**config.mk**
```make
export PLATFORM = sky130hd
export DESIGN_NAME = rnst_scan_unit
export DESIGN_NICKNAME = d
export VERILOG_FILES = /design/src/hw/rtl/rnst_pkg.sv /design/src/hw/rtl/rnst_scan_unit.sv
export SDC_FILE = /design/constraint.sdc
export NUM_CORES = 1
export LEC_CHECK = 0
export BUFFER_PORTS_ARGS = -buffer_cell sky130_fd_sc_hd__buf_2
export CORE_MARGIN = 8
export CORE_UTILIZATION = 57
export DETAILED_ROUTE_END_ITERATION = 12
export GPL_TIMING_DRIVEN = 0
export PLACE_DENSITY = 0.8
export SLEW_MARGIN = 20
export SYNTH_ARGS = -nofsm -noshare
export SYNTH_HDL_FRONTEND = slang
export SYNTH_SLANG_ARGS = --single-unit
```
**constraint.sdc**
```tcl
create_clock -name vclk -period 6.55
set_input_delay 0.3275 -clock vclk [all_inputs]
set_output_delay 0.3275 -clock vclk [all_outputs]
set_load 0.01 [all_outputs]
```
**src/hw/rtl/rnst_pkg.sv**
```systemverilog
`default_nettype none
// ----------------------------------------------------------------------------
// rnst_pkg: shared types and constants of the radix node slot table
// Transfer payloads, action codes, scan request/response and field widths.
// ----------------------------------------------------------------------------
package rnst_pkg;

    // field widths fixed by the transfer format
    localparam int ACTION_W    = 4;
    localparam int KEY_W       = 8;
    localparam int REF_FIELD_W = 64;
    localparam int COUNT_W     = 9;

    // defaults of the top-level parameters
    localparam int SLOT_COUNT_DEFAULT = 256;
    localparam int REF_WIDTH_DEFAULT  = 64;

    // scan chunking: one chunk of the occupancy map per cycle
    localparam int CHUNK_LOG = 6;
    localparam int CHUNK_W   = 1 << CHUNK_LOG;
    localparam int LIM_W     = 9;
    localparam int LIM_HI_W  = LIM_W - CHUNK_LOG;

    // configuration port
    localparam int PADDR_W   = 3;
    localparam int PDATA_W   = 32;
    localparam int REG_IDX_W = PADDR_W - 2;
    localparam logic [REG_IDX_W-1:0] REG_REMOVE_MIN_FILL = 1'b0;
    localparam logic [COUNT_W-1:0] MIN_FILL_RESET = 9'd37;

    // action codes
    typedef enum logic [ACTION_W-1:0] {
        ACT_INSERT      = 4'd0,
        ACT_CHANGE      = 4'd1,
        ACT_LOOKUP      = 4'd2,
        ACT_REMOVE      = 4'd3,
        ACT_RANGE       = 4'd4,
        ACT_MIN         = 4'd5,
        ACT_MAX         = 4'd6,
        ACT_MAX_SMALLER = 4'd7,
        ACT_ANY         = 4'd8,
        ACT_COUNT       = 4'd9
    } action_t;

    // scan direction
    typedef enum logic {
        DIR_DOWN = 1'b0,
        DIR_UP   = 1'b1
    } scan_dir_t;

    // request to the shared scan unit
    typedef struct packed {
        scan_dir_t             dir;
        logic [LIM_W-1:0]      bound;
        logic [LIM_HI_W-1:0]   chunk;
    } scan_req_t;

    // response of the shared scan unit
    typedef struct packed {
        logic                  hit;
        logic [CHUNK_LOG-1:0]  pos;
    } scan_rsp_t;

    // input transfer payload
    typedef struct packed {
        logic [ACTION_W-1:0]    action;
        logic [KEY_W-1:0]       key_byte;
        logic [REF_FIELD_W-1:0] child_ref;
        logic                   child_leaf;
        logic                   force_remove;
    } in_item_t;

    // output transfer payload
    typedef struct packed {
        logic [REF_FIELD_W-1:0] result_ref;
        logic                   result_leaf;
        logic                   has_smaller;
        logic                   has_bigger;
        logic                   accepted;
        logic [COUNT_W-1:0]     occupied_count;
    } out_item_t;

endpackage
`default_nettype wire

```
**src/hw/rtl/rnst_scan_unit.sv**
```systemverilog
`default_nettype none
// ----------------------------------------------------------------------------
// rnst_scan_unit: shared chunk priority encoder
// Masks one chunk of an occupancy map against a bound and finds the
// highest set bit below it (down) or the lowest set bit at or above it (up).
// ----------------------------------------------------------------------------
module rnst_scan_unit
    import rnst_pkg::*;
(
    input  wire logic [CHUNK_W-1:0] chunk_bits,
    input  wire scan_req_t          req,
    output scan_rsp_t               rsp
);

    logic [LIM_HI_W-1:0]  bnd_hi;
    logic [CHUNK_LOG-1:0] bnd_lo;
    logic [CHUNK_W-1:0]   below_mask;
    logic [CHUNK_W-1:0]   masked;

    // bound mask for this chunk
    always_comb
    begin
        bnd_hi = req.bound[LIM_W-1:CHUNK_LOG];
        bnd_lo = req.bound[CHUNK_LOG-1:0];
        if (bnd_hi > req.chunk)
        begin
            below_mask = '1;
        end
        else if (bnd_hi < req.chunk)
        begin
            below_mask = '0;
        end
        else
        begin
            below_mask = (CHUNK_W'(1) << bnd_lo) - CHUNK_W'(1);
        end
        masked = (req.dir == DIR_DOWN) ? (chunk_bits & below_mask)
                                       : (chunk_bits & ~below_mask);
    end

    // priority encoder, direction picks which end wins
    always_comb
    begin
        rsp.hit = |masked;
        rsp.pos = '0;
        if (req.dir == DIR_DOWN)
        begin
            for (int i = 0; i < CHUNK_W; i++)
            begin
                if (masked[i])
                begin
                    rsp.pos = CHUNK_LOG'(i);
                end
            end
        end
        else
        begin
            for (int i = CHUNK_W - 1; i >= 0; i--)
            begin
                if (masked[i])
                begin
                    rsp.pos = CHUNK_LOG'(i);
                end
            end
        end
    end

endmodule
`default_nettype wire

```
=== Word level (Yosys, flattened, before mapping) ===
Cells that the tools add are included.

* Flip-flop bits (word level): 0
* Bits of input ports: 77
* Logic and storage cells: 139

* $add $sub $neg: 1
* Magnitude comparators: 2
* Shift-type cells: 1
* Mux-type cells: 131
* Bitwise logic cells: 3
* Reduce and logical (&&, ||, !) cells: 1

{| class="wikitable"
|+ Operators by type and width
! kind !! count
|-
| $mux 6 || 127
|-
| $mux 64 || 3
|-
| $and 64x64->64 || 2
|-
| $not 64->64 || 1
|-
| $reduce_or 64->1 || 1
|-
| $shl 1x6->64 const A || 1
|-
| $sub 64x2->64 const B || 1
|-
| $gt 3x3->1 || 1
|-
| $lt 3x3->1 || 1
|-
| $mux 1 || 1
|}

=== Depth between registers and ports, before layout ===
* Depth after elaboration: 72
* Gate-level depth with buffers: 19
* Gate-level depth less buffers: 13

=== Worst setup path before layout ===
No wires, ideal clock.

* Kind: input -> output
* Start point: input req[5] (netlist name)
* End point: output rsp[0] (netlist name)
* Arrival time: 3.953 ns
* Data required time: 6.222 ns
* Setup slack: 2.270 ns
* Stages on the path: 15
* Buffers on the path: 4
* Cells stage by stage: buf_6 > buf_2 > nor4_2 > nand3_1 > ha_1 > buf_2 > buf_2 > or4_1 > a31oi_1 > mux2_2 > a21bo_1 > a2111o_1 > a2111oi_0 > a22o_1 > nand2_1

{| class="wikitable"
|+ RTL lines
! item !! RTL line !! text
|-
| start: declaration || rnst_scan_unit.sv:11 || <nowiki>input wire scan_req_t req,</nowiki>
|-
| end: declaration || rnst_scan_unit.sv:12 || <nowiki>output scan_rsp_t rsp</nowiki>
|}

==> results by group <==
Power
  – Power Dens Cells: 112 nW/µm²
  – Maximum vdd drop: 0.0688 mV
  – Total power: 0.682 mW
  – Clock share of power: 0
  – Logic pwr share: 1.000
  – Flop pwr share: 0
  – Net Sw Frac: 0.644
  – Static leakage: 2.32 nW
  – Switch Pwr: 0.439 mW
  – Internal power: 0.243 mW

Floorplan
  – I/O pin count: 84
  – Die Y: 114 µm
  – Die Wd: 114 µm
  – Core area: 9590 µm²
  – Initial cell density of the core: 0.575
  – Row Count: 36
  – Die area: 13100 µm²

Layout
  – Non-Filler Instances: 1081
  – Final net count: 1031
  – Number of diodes: 0
  – CLK BUF: 0
  – Layout area overhead: 10.5%
  – Share of layout cells above drive strength 1: 0.196
  – Register area: 0 µm²
  – FFs & Latches: 0

Timing
  – Hold Vio Cnt, Final: 0
  – RSZ-0062 raised after global routing: false
  – Slew HR: 0.232
  – Tmin final: 5.67 ns
  – Slew Limit Fails: 0
  – Post-route setup slack: 0.884 ns
  – Max Clk Rate: 176 MHz
  – Worst slew pin tran: 1.14 ns
  – Setup violations, final: 0
  – Worst hold margin: 1.15 ns
  – Setup TNS: 0 ns
  – Final period util: 0.865

Synth
  – Synth top area cells: nand2_1 (6.7%), a21oi_1 (4.6%), nor2_1 (4.2%)
  – Share of the yosys chip area belonging to registers: 0
  – Synth Warn #: 0
  – Area leader, netlist: nand2_1
  – Yosys cell types: 100
  – Cells after synthesis: 865
  – Total nets after synthesis: 946
  – Syn Std Cell Area: 5520 µm²
  – Mean Syn Cell Area: 6.38 µm²
  – Yosys top cell area share: 0.0673

Placement
  – RD Place Congestion: 1.07
  – I/O Buffers: 83
  – Pre-CTS setup slack: 1.17 ns
  – Dpl cells: 1081
  – HPWL after DPL: 21000 µm

Status
  – Status: complete, no violations

Clock network
  – Hold buffers post-CTS: 0
  – Postcts setup bufs: 0
  – CTS resizes: 0

Drt
  – Drt first pass iters: 6
  – Drt drc: 0
  – Avg WL per Cell: 24.6 µm
  – First DRT Iteration DRCs: 1264
  – Remaining antenna violation count: 0
  – Vias post-DR: 8148
  – Vias per inst: 7.54
  – Drt total wl: 26500 µm

Setup path
  – WS Path Type: input port to primary output
  – CP max stage delay: 0.77 ns
  – Crit path top cell by count: buf_2
  – Worst path slowest cell: a31oi_1
  – Startpoint Class: input port
  – CP Data Arrival Time: 5.34 ns
  – Critical Path Fanout Max: 10
  – CP required: 6.22 ns
  – CP Cell Sequence: buf_2, buf_6, buf_4, nor4_2, nand3_1, ha_1, buf_2, buf_2, a31oi_1, a21oi_1, o21ai_0, a221oi_1, nor3_1, nor3_1, o31ai_1, a41oi_1, nand4bb_1, buf_2
  – Kind of end point of the critical path: primary output

Worst hold path
  – Worst hold path class: input port to primary output
  – Hold Startpoint: chunk_bits[52]
  – Hold Path Depth: 5
  – WHS Endpoint: rsp[0]

GRT
  – Number of global-route vias before repair: 7604
  – Met2 global-route usage: 0.585
  – Busiest grt layer: met2
  – First-pass GRT wire length: 40700 µm
  – Global route overflow: 0
  – Initial antenna violation count: 0
  – GRT Overall Usage: 0.393
  – M1 GR Usage: 0.506
  – Met3 Resource Use GR: 0.0796
  – Largest net degree at the start of global routing: 11

Run
  – Max cap viols: 0
[kinds of logic (layout without fill, tap and decap cells)]
logic type | after synthesis | count (layout) | share of synthesized area
multiplexers | 23 | 23 | 0.0444
AO/OA/AOI/OAI | 303 | 303 | 0.404
AND/OR/NAND/NOR | 412 | 412 | 0.413
XOR/XNOR | 27 | 27 | 0.0429
buffers and inverters | 96 | 179 | 0.0866
adder cells (fa/ha/maj) | 4 | 4 | 0.00907
[synthesized netlist by cell type (14+ instances only)]
cell type	n
nand2_1	99
nor2_1	62
a21oi_1	51
o21ai_0	42
buf_2	40
nand3_1	38
nor3_1	30
xnor2_1	25
nor2b_1	24
nand2b_1	23
nand4_1	22
clkbuf_1	20
inv_1	20
o211ai_1	17
a31oi_1	15
o31ai_1	14
[power by group through the flow]
stage          logic (mW)  registers, mW  clock network [mW]
3_5_place_dp        0.642              0                   0
5_1_grt             0.722              0                   0
6_report            0.682              0                   0
3_3_place_gp        0.640              0                   0
4_1_cts             0.646              0                   0
2_1_floorplan       0.454              0                   0
[per-layer routing]
| metal | share of wire | wire length, µm |
|---|---|---|
| met1 | 0.38 | 10100 |
| met2 | 0.40 | 10700 |
| met3 | 0.15 | 3930 |
| met4 | 0.068 | 1800 |
| met5 | 0 | 0 |
[worst max-delay path: cells and delay by family]
family / cells / cell delay, ns
AO/OA/AOI/OAI: 6 / 1.88
adder cells (fa/ha/maj): 1 / 0.28
buffers and inverters: 6 / 1.05
AND/OR/NAND/NOR: 5 / 1.77
[how the worst max path moves through the flow]
| stage | from | slack, ns | end | cells after the start |
|---|---|---|---|---|
| after floorplan | req[5] | 2.27 | rsp[0] | 15 |
| after global placement | req[6] | 1.18 | rsp[0] | 17 |
| after detailed placement | req[7] | 1.17 | rsp[0] | 19 |
| after CTS | req[7] | 1.14 | rsp[0] | 19 |
| after global routing | req[7] | 0.65 | rsp[0] | 19 |
| final | req[6] | 0.88 | rsp[2] | 18 |
[cells in the final DEF (no fill, tap or decap), types with 8 or more instances in the layout]
| cell | count |
|---|---|
| nor2b_1 | 24 |
| o21a_1 | 13 |
| nand3_1 | 38 |
| and3_1 | 9 |
| mux2i_1 | 11 |
| nand2b_1 | 23 |
| or4_1 | 8 |
| or3_1 | 13 |
| a21o_1 | 8 |
| o211ai_1 | 17 |
| buf_4 | 8 |
| nand4_1 | 22 |
| a211oi_1 | 13 |
| nor2_1 | 62 |
| nor3_1 | 30 |
| a31oi_1 | 15 |
| o31ai_1 | 14 |
| nand2_1 | 99 |
| buf_2 | 123 |
| o21ai_0 | 42 |
| and2_1 | 11 |
| nand4b_1 | 8 |
| mux2_2 | 11 |
| o21ai_1 | 10 |
| a21oi_1 | 51 |
| inv_1 | 20 |
| a22oi_1 | 13 |
| xnor2_1 | 25 |
| clkbuf_1 | 20 |
[area by class of cell]
class,instances,area (µm²)
plain buffers,76,403
fillers,981,3490
inverters,20,75.1
multi-input cells,769,5040
well taps,133,166
repair buffers,83,415
[through the flow]
stage / instance area, µm² / util
floorplan: 5520 / -
global placement: 6100 / 0.636
detailed placement: 6100 / 0.636
CTS: 6100 / 0.636
global route: 6100 / 0.636
finish: 6100 / 0.636
No activity file was read; power rests on OpenSTA's default activity.
